$ cat config.mk
export PLATFORM = sky130hd
export DESIGN_NAME = cuff_pressure_measure_sequencer
export DESIGN_NICKNAME = d
export VERILOG_FILES = /design/src/sv/cpms_pkg.sv /design/src/sv/cuff_pressure_measure_sequencer.sv
export SDC_FILE = /design/constraint.sdc
export NUM_CORES = 2
export LEC_CHECK = 0
export BUFFER_PORTS_ARGS = -buffer_cell sky130_fd_sc_hd__buf_2
export CAP_MARGIN = 0
export CORE_MARGIN = 3
export CORE_UTILIZATION = 25
export CTS_CLUSTER_DIAMETER = 200
export CTS_CLUSTER_SIZE = 20
export DETAILED_ROUTE_END_ITERATION = 8
export SETUP_SLACK_MARGIN = 0.05
export SLEW_MARGIN = 20
export SYNTH_ARGS = -nofsm -noshare
export SYNTH_HDL_FRONTEND = slang
export SYNTH_SLANG_ARGS = --single-unit
$ cat constraint.sdc
create_clock -name aclk -period 11.5 [get_ports aclk]
set_input_delay 2.3 -clock aclk [delete_from_list [all_inputs] [get_ports aclk]]
set_output_delay 2.3 -clock aclk [all_outputs]
set_load 0.005 [all_outputs]
$ cat src/sv/cpms_pkg.sv
`default_nettype none
// ----------------------------------------------------------------------------
// cpms_pkg
// Shared constants for the cuff pressure measurement sequencer.
// ----------------------------------------------------------------------------
package cpms_pkg;

    localparam int unsigned PW = 17;

    // Sensor scaling constants.
    localparam logic [23:0] RAW_MIN  = 24'd419430;
    localparam logic [21:0] RAW_SPAN = 22'd3355443;
    localparam logic [PW-1:0] P_MAX  = 17'd76800;

    // Scaling by 76800 / 3355443, reduced to 25600 / 1118481, done as a
    // multiply by a rounded-up reciprocal and a right shift. The result is
    // exact for every offset below the span.
    localparam int unsigned SC_SHIFT  = 43;
    localparam logic [37:0] SC_MUL    =
        38'(((64'd25600 << SC_SHIFT) + 64'd1118480) / 64'd1118481);
    localparam logic [19:0] SC_MUL_LO = SC_MUL[19:0];
    localparam logic [17:0] SC_MUL_HI = SC_MUL[37:20];

    // Inflate progress band edges, 1/256 mmHg.
    localparam logic [PW-1:0] BAND1_LO = 17'd17920;
    localparam logic [PW-1:0] BAND2_LO = 17'd25600;
    localparam logic [PW-1:0] BAND3_LO = 17'd33280;
    localparam logic [PW-1:0] BAND4_LO = 17'd40960;

    // Stage codes.
    localparam logic [2:0] PH_IDLE    = 3'd1;
    localparam logic [2:0] PH_INFLATE = 3'd2;
    localparam logic [2:0] PH_HOLD    = 3'd3;
    localparam logic [2:0] PH_DEFLATE = 3'd4;
    localparam logic [2:0] PH_REPORT  = 3'd5;

    // Sample error codes.
    localparam logic [1:0] ERR_OK   = 2'd0;
    localparam logic [1:0] ERR_BUSY = 2'd1;
    localparam logic [1:0] ERR_MEM  = 2'd2;
    localparam logic [1:0] ERR_SAT  = 2'd3;

    // Deflation classes.
    localparam logic [1:0] DC_NONE = 2'd0;
    localparam logic [1:0] DC_FAST = 2'd1;
    localparam logic [1:0] DC_SLOW = 2'd2;
    localparam logic [1:0] DC_GOOD = 2'd3;

    // Register indexes.
    localparam logic [2:0] REG_START = 3'd0;
    localparam logic [2:0] REG_FULL  = 3'd1;
    localparam logic [2:0] REG_STOP  = 3'd2;
    localparam logic [2:0] REG_HOLD  = 3'd3;
    localparam logic [2:0] REG_FAST  = 3'd4;
    localparam logic [2:0] REG_SLOW  = 3'd5;

endpackage
`default_nettype wire

$ cat src/sv/cuff_pressure_measure_sequencer.sv
`default_nettype none
// ----------------------------------------------------------------------------
// cuff_pressure_measure_sequencer
// Scales and averages cuff pressure samples and runs the measurement stages.
// ----------------------------------------------------------------------------
// Channel  | Dir | tdata (low bit first)                  | tuser
// s_       | in  | raw_count[23:0]                        | sensor_status[7:0]
// m_       | out | phase,avg_pressure,progress_band,      | sample_error[1:0]
//          |     | blink_on,deflate_class,report_valid,   |
//          |     | systolic_level,peak_level,beat_total,  |
//          |     | tick_total (96 bits, zero filled)      |
// An item runs through these steps from one accept to the next: the accept,
// the low and high halves of the scaling reciprocal on the shared multiplier,
// clamp and store of the sample, the sum of the window over AVG_TAPS taps, a
// multiply by the reciprocal of AVG_TAPS, and the stage update with the result.
// Reset is synchronous and active low. s_tready is high only while idle; a
// result that is not taken holds the block in S_OUT until it is.
// ----------------------------------------------------------------------------
module cuff_pressure_measure_sequencer
    import cpms_pkg::*;
#(
    parameter int unsigned AVG_TAPS   = 5,
    parameter int unsigned RATE_DEPTH = 10
) (
    input  wire logic         aclk,
    input  wire logic         aresetn,
    input  wire logic         s_tvalid,
    output logic              s_tready,
    input  wire logic [23:0]  s_tdata,   // raw_count
    input  wire logic [7:0]   s_tuser,   // sensor_status
    output logic              m_tvalid,
    input  wire logic         m_tready,
    // phase[2:0], avg_pressure[19:3], progress_band[22:20], blink_on[23],
    // deflate_class[25:24], report_valid[26], systolic_level[43:27],
    // peak_level[60:44], beat_total[76:61], tick_total[92:77]
    output logic [95:0]       m_tdata,
    output logic [1:0]        m_tuser,   // sample_error
    input  wire logic         cfg_we,
    input  wire logic [2:0]   cfg_index,
    input  wire logic [16:0]  cfg_data
);

    localparam int unsigned AW  = (AVG_TAPS > 1) ? $clog2(AVG_TAPS) : 1;
    localparam int unsigned HW  = $clog2(RATE_DEPTH);
    localparam int unsigned SW  = PW + $clog2(AVG_TAPS + 1);
    localparam int unsigned MAW = 22;
    localparam int unsigned MBW = SW + 5;
    localparam int unsigned AVG_K = SW + 4;
    localparam logic [MBW-1:0] AVG_M =
        MBW'(((64'd1 << AVG_K) + 64'(AVG_TAPS) - 64'd1) / 64'(AVG_TAPS));

    typedef enum logic [2:0] {
        S_IDLE, S_MUL, S_ACC, S_WIN, S_SUM, S_AVG, S_OUT
    } state_t;

    state_t state_reg;

    // Configuration registers.
    logic [PW-1:0] start_reg, full_reg, stop_reg, fast_reg, slow_reg;
    logic [7:0]    holdt_reg;

    // Item and arithmetic working registers.
    logic [7:0]    status_reg;
    logic [23:0]   raw_reg;
    logic [59:0]   acc_reg;
    logic [AW-1:0] cnt_reg;
    logic [SW-1:0] sum_reg;
    logic [PW-1:0] p_reg;

    // Block state.
    logic [PW-1:0] win_reg [AVG_TAPS];
    logic [AW-1:0] slot_reg;
    logic [PW-1:0] hist_reg [RATE_DEPTH];
    logic [HW-1:0] hslot_reg;
    logic [2:0]    phase_reg;
    logic [7:0]    holdc_reg;
    logic          blink_reg, found_reg, rising_reg;
    logic [PW-1:0] prev_reg, sys_reg, bottom_reg, swing_reg, peak_reg;
    logic [15:0]   beats_reg, ticks_reg;

    // Result fields.
    logic [1:0]    err_reg, dcl_reg;
    logic [2:0]    pband_reg;
    logic          rep_reg;
    logic [PW-1:0] oavg_reg, osys_reg, opeak_reg;
    logic [15:0]   obeat_reg, otick_reg;

    // Shared multiplier: scaling reciprocal halves, then the tap reciprocal.
    logic [23:0]        off_v;
    logic               low_v, high_v;
    logic [MAW-1:0]     mul_a;
    logic [MBW-1:0]     mul_b;
    logic [MAW+MBW-1:0] prod;
    always_comb begin
        off_v  = raw_reg - RAW_MIN;
        low_v  = (raw_reg < RAW_MIN);
        high_v = (off_v >= {2'b00, RAW_SPAN});
        if (state_reg == S_AVG) begin
            mul_a = MAW'(sum_reg);
            mul_b = AVG_M;
        end else begin
            mul_a = off_v[21:0];
            mul_b = (state_reg == S_ACC) ? MBW'(SC_MUL_HI) : MBW'(SC_MUL_LO);
        end
        prod = mul_a * mul_b;
    end

    // Deflation helpers.
    logic [HW-1:0] nx_slot;
    logic [PW-1:0] old_lvl, rate_v, swing_v;
    always_comb begin
        nx_slot = (32'(hslot_reg) + 1 >= RATE_DEPTH) ? '0 : HW'(hslot_reg + 1'b1);
        old_lvl = hist_reg[nx_slot];
        rate_v  = (p_reg > old_lvl) ? p_reg - old_lvl : old_lvl - p_reg;
        swing_v = p_reg - bottom_reg;
    end

    assign s_tready = (state_reg == S_IDLE);

    always_ff @(posedge aclk) begin
        if (!aresetn) begin
            state_reg  <= S_IDLE;
            m_tvalid   <= 1'b0;
            start_reg  <= 17'd7680;
            full_reg   <= 17'd43520;
            stop_reg   <= 17'd12800;
            holdt_reg  <= 8'd20;
            fast_reg   <= 17'd1280;
            slow_reg   <= 17'd256;
            for (int i = 0; i < AVG_TAPS; i++) win_reg[i] <= '0;
            slot_reg   <= '0;
            hslot_reg  <= '0;
            phase_reg  <= PH_IDLE;
            holdc_reg  <= '0;
            blink_reg  <= 1'b0;
            found_reg  <= 1'b0;
            rising_reg <= 1'b0;
            prev_reg   <= '0;
            sys_reg    <= '0;
            bottom_reg <= '0;
            swing_reg  <= '0;
            peak_reg   <= '0;
            beats_reg  <= '0;
            ticks_reg  <= '0;
        end else begin
            if (cfg_we) begin
                unique case (cfg_index)
                    REG_START: start_reg <= cfg_data;
                    REG_FULL:  full_reg  <= cfg_data;
                    REG_STOP:  stop_reg  <= cfg_data;
                    REG_HOLD:  holdt_reg <= cfg_data[7:0];
                    REG_FAST:  fast_reg  <= cfg_data;
                    REG_SLOW:  slow_reg  <= cfg_data;
                    default: ;
                endcase
            end
            // A new result goes out once the last one is taken.
            if (state_reg == S_OUT && (!m_tvalid || m_tready)) m_tvalid <= 1'b1;
            else if (m_tready) m_tvalid <= 1'b0;
            unique case (state_reg)
                S_IDLE: begin
                    if (s_tvalid) begin
                        status_reg <= s_tuser;
                        raw_reg    <= s_tdata;
                        state_reg  <= S_MUL;
                    end
                end
                // Low half of the scaling reciprocal.
                S_MUL: begin
                    acc_reg   <= 60'(prod);
                    state_reg <= S_ACC;
                end
                // High half, added in at its weight.
                S_ACC: begin
                    acc_reg   <= acc_reg + (60'(prod) << 20);
                    state_reg <= S_WIN;
                end
                // Clamp the scaled sample and store it unless it is flagged.
                S_WIN: begin
                    if (!(status_reg[5] || status_reg[2] || status_reg[0])) begin
                        win_reg[slot_reg] <= low_v ? '0
                                             : (high_v ? P_MAX : acc_reg[59:43]);
                        slot_reg <= (32'(slot_reg) + 1 >= AVG_TAPS) ? '0
                                    : AW'(slot_reg + 1'b1);
                    end
                    sum_reg   <= '0;
                    cnt_reg   <= '0;
                    state_reg <= S_SUM;
                end
                // Sum the window one tap per cycle.
                S_SUM: begin
                    sum_reg <= sum_reg + SW'(win_reg[cnt_reg]);
                    if (32'(cnt_reg) == AVG_TAPS - 1) begin
                        state_reg <= S_AVG;
                    end else begin
                        cnt_reg <= cnt_reg + 1'b1;
                    end
                end
                // Divide the sum by the tap count through its reciprocal.
                S_AVG: begin
                    p_reg     <= prod[AVG_K +: PW];
                    state_reg <= S_OUT;
                end
                // Stage machine update and result capture.
                S_OUT: begin
                    if (!m_tvalid || m_tready) begin
                        priority if (status_reg[5]) err_reg <= ERR_BUSY;
                        else if (status_reg[2]) err_reg <= ERR_MEM;
                        else if (status_reg[0]) err_reg <= ERR_SAT;
                        else err_reg <= ERR_OK;
                        pband_reg <= '0;
                        dcl_reg   <= DC_NONE;
                        rep_reg   <= 1'b0;
                        oavg_reg  <= p_reg;
                        osys_reg  <= '0;
                        opeak_reg <= '0;
                        obeat_reg <= '0;
                        otick_reg <= '0;
                        state_reg <= S_IDLE;
                        unique case (phase_reg)
                            PH_INFLATE: begin
                                priority if (p_reg > BAND1_LO && p_reg < BAND2_LO)
                                    pband_reg <= 3'd1;
                                else if (p_reg > BAND2_LO && p_reg < BAND3_LO)
                                    pband_reg <= 3'd2;
                                else if (p_reg > BAND3_LO && p_reg < BAND4_LO)
                                    pband_reg <= 3'd3;
                                else if (p_reg > BAND4_LO)
                                    pband_reg <= 3'd4;
                                if (p_reg > full_reg) phase_reg <= PH_HOLD;
                            end
                            PH_HOLD: begin
                                hist_reg[hslot_reg] <= p_reg;
                                hslot_reg <= nx_slot;
                                if (holdc_reg > holdt_reg) begin
                                    phase_reg  <= PH_DEFLATE;
                                    blink_reg  <= 1'b0;
                                    holdc_reg  <= '0;
                                    prev_reg   <= p_reg;
                                    beats_reg  <= '0;
                                    ticks_reg  <= '0;
                                    swing_reg  <= '0;
                                    found_reg  <= 1'b0;
                                    rising_reg <= 1'b0;
                                end else begin
                                    blink_reg <= ~blink_reg;
                                    if (holdc_reg != 8'hFF)
                                        holdc_reg <= holdc_reg + 1'b1;
                                end
                            end
                            PH_DEFLATE: begin
                                priority if (rate_v > fast_reg) dcl_reg <= DC_FAST;
                                else if (rate_v < slow_reg) dcl_reg <= DC_SLOW;
                                else dcl_reg <= DC_GOOD;
                                hist_reg[hslot_reg] <= p_reg;
                                hslot_reg <= nx_slot;
                                if (found_reg) begin
                                    if (rising_reg && p_reg < prev_reg) begin
                                        if (p_reg > bottom_reg && swing_v > swing_reg) begin
                                            swing_reg <= swing_v;
                                            peak_reg  <= p_reg;
                                        end
                                        rising_reg <= 1'b0;
                                    end else if (!rising_reg && p_reg > prev_reg) begin
                                        bottom_reg <= p_reg;
                                        rising_reg <= 1'b1;
                                        if (beats_reg != 16'hFFFF)
                                            beats_reg <= beats_reg + 1'b1;
                                    end
                                    if (ticks_reg != 16'hFFFF)
                                        ticks_reg <= ticks_reg + 1'b1;
                                end else if (p_reg > prev_reg) begin
                                    sys_reg    <= p_reg;
                                    found_reg  <= 1'b1;
                                    rising_reg <= 1'b1;
                                    bottom_reg <= p_reg;
                                    if (beats_reg != 16'hFFFF)
                                        beats_reg <= beats_reg + 1'b1;
                                end
                                prev_reg <= p_reg;
                                if (p_reg < stop_reg) phase_reg <= PH_REPORT;
                            end
                            PH_REPORT: begin
                                rep_reg   <= 1'b1;
                                osys_reg  <= sys_reg;
                                opeak_reg <= peak_reg;
                                obeat_reg <= beats_reg;
                                otick_reg <= ticks_reg;
                                phase_reg <= PH_IDLE;
                            end
                            default: begin
                                phase_reg <= (p_reg > start_reg) ? PH_INFLATE : PH_IDLE;
                            end
                        endcase
                    end
                end
                default: state_reg <= S_IDLE;
            endcase
        end
    end

    assign m_tuser = err_reg;
    assign m_tdata = {3'd0, otick_reg, obeat_reg, opeak_reg, osys_reg, rep_reg,
                      dcl_reg, blink_reg, pband_reg, oavg_reg, phase_reg};

endmodule
`default_nettype wire
Word level (Yosys, flattened, before mapping)
Memories as Yosys holds them, arrays and structs flattened. A register that Yosys moved wholly into a read port is not among the register bits.
Index checks and enable logic that the tools add are counted.
{ "classes": {"n_eq_ne": 36, "n_lt_le_gt_ge": 22, "n_reduce_logical": 51, "n_mux": 85, "multipliers": 1, "n_addsub": 14, "bitwise": 6} }
{ "op_table": {"columns": ["op", "n"], "rows": [
  ["two-way mux 17 bit", 14],
  ["two-way mux 16 bit", 8],
  ["one-hot mux 60 bit (2 select lines)", 1],
  ["> comparator 17 bit", 7],
  ["one-hot mux 17 bit (2 select lines)", 2],
  ["one-hot mux 16 bit (2 select lines)", 2],
  ["adder 60 bit", 1],
  ["< comparator 17 bit", 3],
  ["subtractor 17 bit", 3],
  ["multiplier 22 x 25 -> 47 bit", 1],
  ["two-way mux 22 bit", 2],
  ["one-hot mux 20 bit (2 select lines)", 1],
  ["> comparator 17 x 15 -> 1 bit, second input constant", 2],
  ["> comparator 17 x 16 -> 1 bit, second input constant", 2],
  ["< comparator 17 x 16 -> 1 bit, second input constant", 2],
  ["two-way mux 3 bit", 11],
  ["adder 16 x 1 -> 16 bit, second input constant", 2],
  ["!= test 16 bit, second input constant", 2],
  ["two-way mux 1 bit", 30],
  ["== test 3 bit, second input constant", 8],
  [">= comparator 24 x 22 -> 1 bit, second input constant", 1],
  ["< comparator 24 x 19 -> 1 bit, second input constant", 1],
  ["AND reduction 6 bit", 4],
  ["subtractor 24 x 19 -> 24 bit, second input constant", 1],
  ["other kinds (40)", 104]
]} }
{ "totals": {"ramBits": 255, "reg_bits": 456, "input_bits": 57, "memories": 2, "elab_cells": 257, "output_inout_bits": 100} }
{ "memory_table": {"columns": ["name", "depth", "width", "read_ports", "rd_ports_with_merged_regs", "write_ports", "line", "rtl"], "rows": [
  ["hist_reg", 10, 17, 1, 0, 1, "cuff_pressure_measure_sequencer.sv:73", "logic [PW-1:0] hist_reg [RATE_DEPTH];"],
  ["win_reg", 5, 17, 1, 1, 5, "cuff_pressure_measure_sequencer.sv:71", "logic [PW-1:0] win_reg [AVG_TAPS];"]
]} }

Depth between registers and ports, before layout
An unclocked memory read counts as a cell.
{ "logic_depth": {"ltp_word": 9, "depth_mapped": 44, "ltp_nobuf": 41} }

Worst setup path after synthesis
OpenSTA, ideal clock, no wires.
{ "synth_path": {"kind": "register to register", "startpoint": "register state_reg[2]", "endpoint": "register acc_reg[58] (data pin)", "path_stages_with_launch": 41, "path_slack_ps": 1375, "path_buffers": 2, "required_ps": 11230, "synth_period_minus_slack_ps": 10125, "t_arrival_ps": 9856, "setup_time_ps": 270, "cell_sequence": "dfxtp_1 > clkbuf_1 > inv_2 > nor3b_1 > clkbuf_1 > nand2_1 > inv_1 > nor2_1 > fa_1 > inv_1 > fa_1 > inv_1 > fa_1 > inv_1 > fa_1 > inv_1 > fa_1 > fa_1 > (+5 left out) > nor4_1 > a21oi_1 > a31oi_1 > nor2_1 > o21a_1 > nor2_1 > xnor2_1 > ha_1 > a21o_1 > a21o_1 > a221oi_1 > o21ai_1 > a221o_1 > nand2_1 > o21ai_1 > a2111oi_0 > or3_1 > a21oi_1"} }
{ "synth_between": {"elab_chain_cells": 6, "elab_cells_between_ends": 9, "classes_between": "1 x add/sub; 1 x mul; 3 x eq/ne; 4 x mux"} }
{ "synth_rtl": {"columns": ["element", "line", "rtl"], "rows": [
  ["start: declaration", "cuff_pressure_measure_sequencer.sv:56", "state_t state_reg;"],
  ["start signal: assignment", "cuff_pressure_measure_sequencer.sv:122", "state_reg <= S_IDLE;"],
  ["start signal: assignment", "cuff_pressure_measure_sequencer.sv:165", "state_reg <= S_MUL;"],
  ["start signal: assignment", "cuff_pressure_measure_sequencer.sv:171", "state_reg <= S_ACC;"],
  ["== test 3 x 2 -> 1 bit", "cuff_pressure_measure_sequencer.sv:103, cuff_pressure_measure_sequencer.sv:160", null],
  ["two-way mux 18 bit", "cuff_pressure_measure_sequencer.sv:103", "mul_b = (state_reg == S_ACC) ? MBW'(SC_MUL_HI) : MBW'(SC_MUL_LO);"],
  ["two-way mux 22 bit", "cuff_pressure_measure_sequencer.sv:98", "if (state_reg == S_AVG) begin"],
  ["multiplier 22 x 25 -> 47 bit", "cuff_pressure_measure_sequencer.sv:105", "prod = mul_a * mul_b;"],
  ["adder 60 bit", "cuff_pressure_measure_sequencer.sv:175", "acc_reg <= acc_reg + (60'(prod) << 20);"],
  ["one-hot mux 60 bit (2 select lines) (*)", "cuff_pressure_measure_sequencer.sv:160", "unique case (state_reg)"],
  ["end signal: assignment", "cuff_pressure_measure_sequencer.sv:170", "acc_reg <= 60'(prod);"],
  ["end signal: assignment", "cuff_pressure_measure_sequencer.sv:175", null],
  ["end: declaration", "cuff_pressure_measure_sequencer.sv:65", "logic [59:0] acc_reg;"]
]} }
Mark *: on every way between the ends. The rest lies on a longest branch, timed or not.
A chain may end at the register's enable or synchronous reset.

Worst setup path after layout
{ "layout_path": {"startpoint": "register raw_reg[2]", "endpoint": "register acc_reg[58] (data pin)"} }
{ "layout_between": {"elab_chain_cells": 5} }
{ "layout_rtl": {"columns": ["element", "line", "rtl"], "rows": [
  ["start: declaration", "cuff_pressure_measure_sequencer.sv:64", "logic [23:0] raw_reg;"],
  ["start signal: assignment", "cuff_pressure_measure_sequencer.sv:164", "raw_reg <= s_tdata;"],
  ["subtractor 24 x 19 -> 24 bit", "cuff_pressure_measure_sequencer.sv:95", "off_v = raw_reg - RAW_MIN;"],
  ["two-way mux 22 bit", "cuff_pressure_measure_sequencer.sv:98", null],
  ["multiplier 22 x 25 -> 47 bit", "cuff_pressure_measure_sequencer.sv:105", null],
  ["net prod[24]", "cuff_pressure_measure_sequencer.sv:93", "logic [MAW+MBW-1:0] prod;"],
  ["adder 60 bit", "cuff_pressure_measure_sequencer.sv:175", null],
  ["one-hot mux 60 bit (2 select lines)", "cuff_pressure_measure_sequencer.sv:160", null]
]} }
The timed path passes the listed nets, and every way through them passes these cells.

==> flow_summary.yaml <==
outcome:
  status: "completed"
detailed_routing:
  drtIter0Drc: 2601
  routed_wirelength_mm: 134.7
  firstDrtPassIters: 7
  wl_per_cell_um: 17.57
  drc_errors: 0
  vias_per_cell: 4.627
  vias: 35460
  antenna_left: 0
die:
  fp.dieW_um: 456.4
  die_area_sq_um: 208300
  initial_core_util_pct: 25.27
  coreArea_sq_um: 200700
  rows: 164
  die_height_um: 456.4
  ios: 157
worst_setup_path:
  cp_top_family: "adder cells"
  reg2reg_from: "raw_reg[2]"
  crit_fanout: 7
  crit_required_ns: 11.90
  end_kind: "register"
  crit_buf_inv: 6
  crit_type: "reg -> reg"
  crit_slowest_cell: "fa_1"
  critPathArrivalTime_ns: 11.32
  crit_path_start: "raw_reg[2]"
  critPathLaunchType: "register"
  critPathMaxStageDelay_ns: 0.56
  critical_path.most_common_cell: "fa_1"
  rrSetupSlack_ns: 0.58
sta:
  final-setup-viol-count: 0
  rsz0062_at_grt: "no"
  final_hold_viol_count: 0
  min_period_over_period_pct: 94.96
  fmax_mhz: 91.57
  finClkSkew_ns: 0.04697
  timing.hold.ws_ns: 0.4571
  worstMarginPinSlew_ns: 1.092
  fin_tns_setup_ns: 0
  layout_min_cycle_time_ns: 10.92
  fin_ws_ns: 0.5792
  relSlewSlack_pct: 27.20
  final-max-slew-violation-count: 0
clock_tree:
  cts_made_buffers: 43
  cts_sinks: 742
  clockRootBuffer: "clkbuf_16"
  clkLatencyLatePin_ns: 0.67
  clk_pin_slew_ns: 0.11
  cts_tree: "built"
  cts.path.max_buffers: 3
  cts_max_level: 2
synthesis:
  ys_ff_latch: 742
  synth_flop_cell: "edfxtp_1"
  synth-async-reset-ratio_pct: 0
  synth_enable_flop_cells: 504
  synth-seq-area-share_pct: 39.23
  avgSynthCellArea_sq_um: 10.43
  yosysWarnings: 0
  postSynthCellCount: 4865
  synth_area_sq_um: 50720
  synth_cell_types: 96
worst_hold_path:
  hp-class: "reg -> reg"
  worstHoldStart: "slow_reg[5]"
final_layout:
  nets: 5797
  drive_gt1_share_pct: 9.071
  final_core_util_pct: 27.97
  area_growth_pct: 10.65
  largest_reg_flops: 170
place:
  place_ws_ns: 0.3161
  place_hpwl_mm: 101.4
  gp_congestion: 0.9073
  io_buffers: 148
global_route:
  grt_max_degree: 93
  antenna_found_initial: 3
  grt_pass1_wl_mm: 209.1
  grt_pass1_vias: 35910
  grt_usage_pct: 12.70
  grt_overflow_total: 0
run:
  maxCapViolations: 0
worst reg2reg max path, delay by kind of cell, from the launching register on:
| family | cells | cell delay, ns |
|---|---|---|
| compound gates | 14 | 3.39 |
| xor+xnor | 2 | 0.48 |
| fa+ha+maj | 10 | 4.68 |
| buf+inv | 6 | 0.53 |
| flops | 1 | 0.47 |
| simple gates | 6 | 1.07 |
repair_timing:
item	CTS	global route
hold buffers	0	0
resized for setup	0	12
setup endpoints to repair	0	6
buffers inserted	0	0
endpoints found under the hold margin	0	0
through the flow:
step | area (sq um) | std cells
final | 56120 | 7663
after global routing | 56120 | 7662
after CTS | 56070 | 7661
after detailed placement | 54770 | 7585
after global placement | 54760 | 7585
after floorplan | 50780 | 4880
final cells by class:
class	count	area, sq um
antenna	2	5.005
fill	20900	144600
sequential	742	19900
clock inverter	6	116.4
inverter	679	2554
clock buffer	70	1177
multi-input combinational	3277	27680
tap	2656	3323
timing repair buffer	231	1364
placed cells by master (no fill, tap or decap), types with 44 or more instances in the layout:
| cell | count |
|---|---|
| dfxtp_1 | 237 |
| o21ai_0 | 163 |
| mux2i_1 | 83 |
| a21oi_1 | 274 |
| o21a_1 | 64 |
| fa_1 | 307 |
| and3_1 | 44 |
| nand3_1 | 54 |
| mux4_2 | 53 |
| inv_1 | 677 |
| edfxtp_1 | 504 |
| nor2_1 | 343 |
| and2_1 | 121 |
| ha_1 | 457 |
| xor2_1 | 65 |
| buf_2 | 148 |
| nor3_1 | 51 |
| buf_4 | 83 |
| a21o_1 | 100 |
| nand2_1 | 468 |
| xnor2_1 | 78 |
cell usage after synthesis (all sizes together) (21+ instances only):
| cell | instances | area share [%] |
|---|---|---|
| inv | 679 | 5.0 |
| edfxtp | 504 | 30 |
| nand2 | 470 | 3.5 |
| ha | 459 | 11 |
| nor2 | 349 | 2.6 |
| fa | 307 | 12 |
| a21oi | 279 | 2.8 |
| dfxtp | 238 | 9.4 |
| o21ai | 174 | 1.7 |
| clkbuf | 144 | 1.1 |
| and2 | 121 | 1.5 |
| a21o | 100 | 1.5 |
| mux2i | 83 | 1.6 |
| xnor2 | 78 | 1.3 |
| xor2 | 68 | 1.2 |
| o21a | 64 | 0.95 |
| nand3 | 54 | 0.53 |
| mux4 | 53 | 2.4 |
| nor4 | 53 | 1.2 |
| nor3 | 51 | 0.50 |
| and3 | 46 | 0.57 |
| nand4 | 41 | 0.51 |
| buf | 38 | 0.46 |
| nor2b | 34 | 0.42 |
| o211ai | 28 | 0.41 |
| mux2 | 26 | 0.58 |
| a31oi | 25 | 0.35 |
| nand2b | 25 | 0.31 |
| or3 | 22 | 0.27 |
| a211oi | 21 | 0.35 |
kinds of logic after synthesis:
kind of cell    share of synthesized area (%)
simple gates                            12.75
buf+inv                                 6.550
compound gates                          10.89
fa+ha+maj                               23.44
flops                                   39.23
mux                                     4.569
xor+xnor                                2.551
other cells                           0.01481
metal layers:
layer / global-route usage, % / wire (um) / vias up
li1: - / - / 16890
met1: 17.08 / 60390 / 17420
met2: 21.05 / 62490 / 973
met3: 1.992 / 7928 / 181
met4: 3.662 / 3866 / 0
met5: 0 / 0 / -
path summary, 6_finish.rpt:
kind,endpoint,cells after the start
min reg2reg,slow_reg[5],2
min,slow_reg[5],2
max reg2reg,acc_reg[58],38
max,acc_reg[58],38
Power is not shown: default switching activity piles up to over one toggle a cycle in this logic, so the estimate is an artifact.
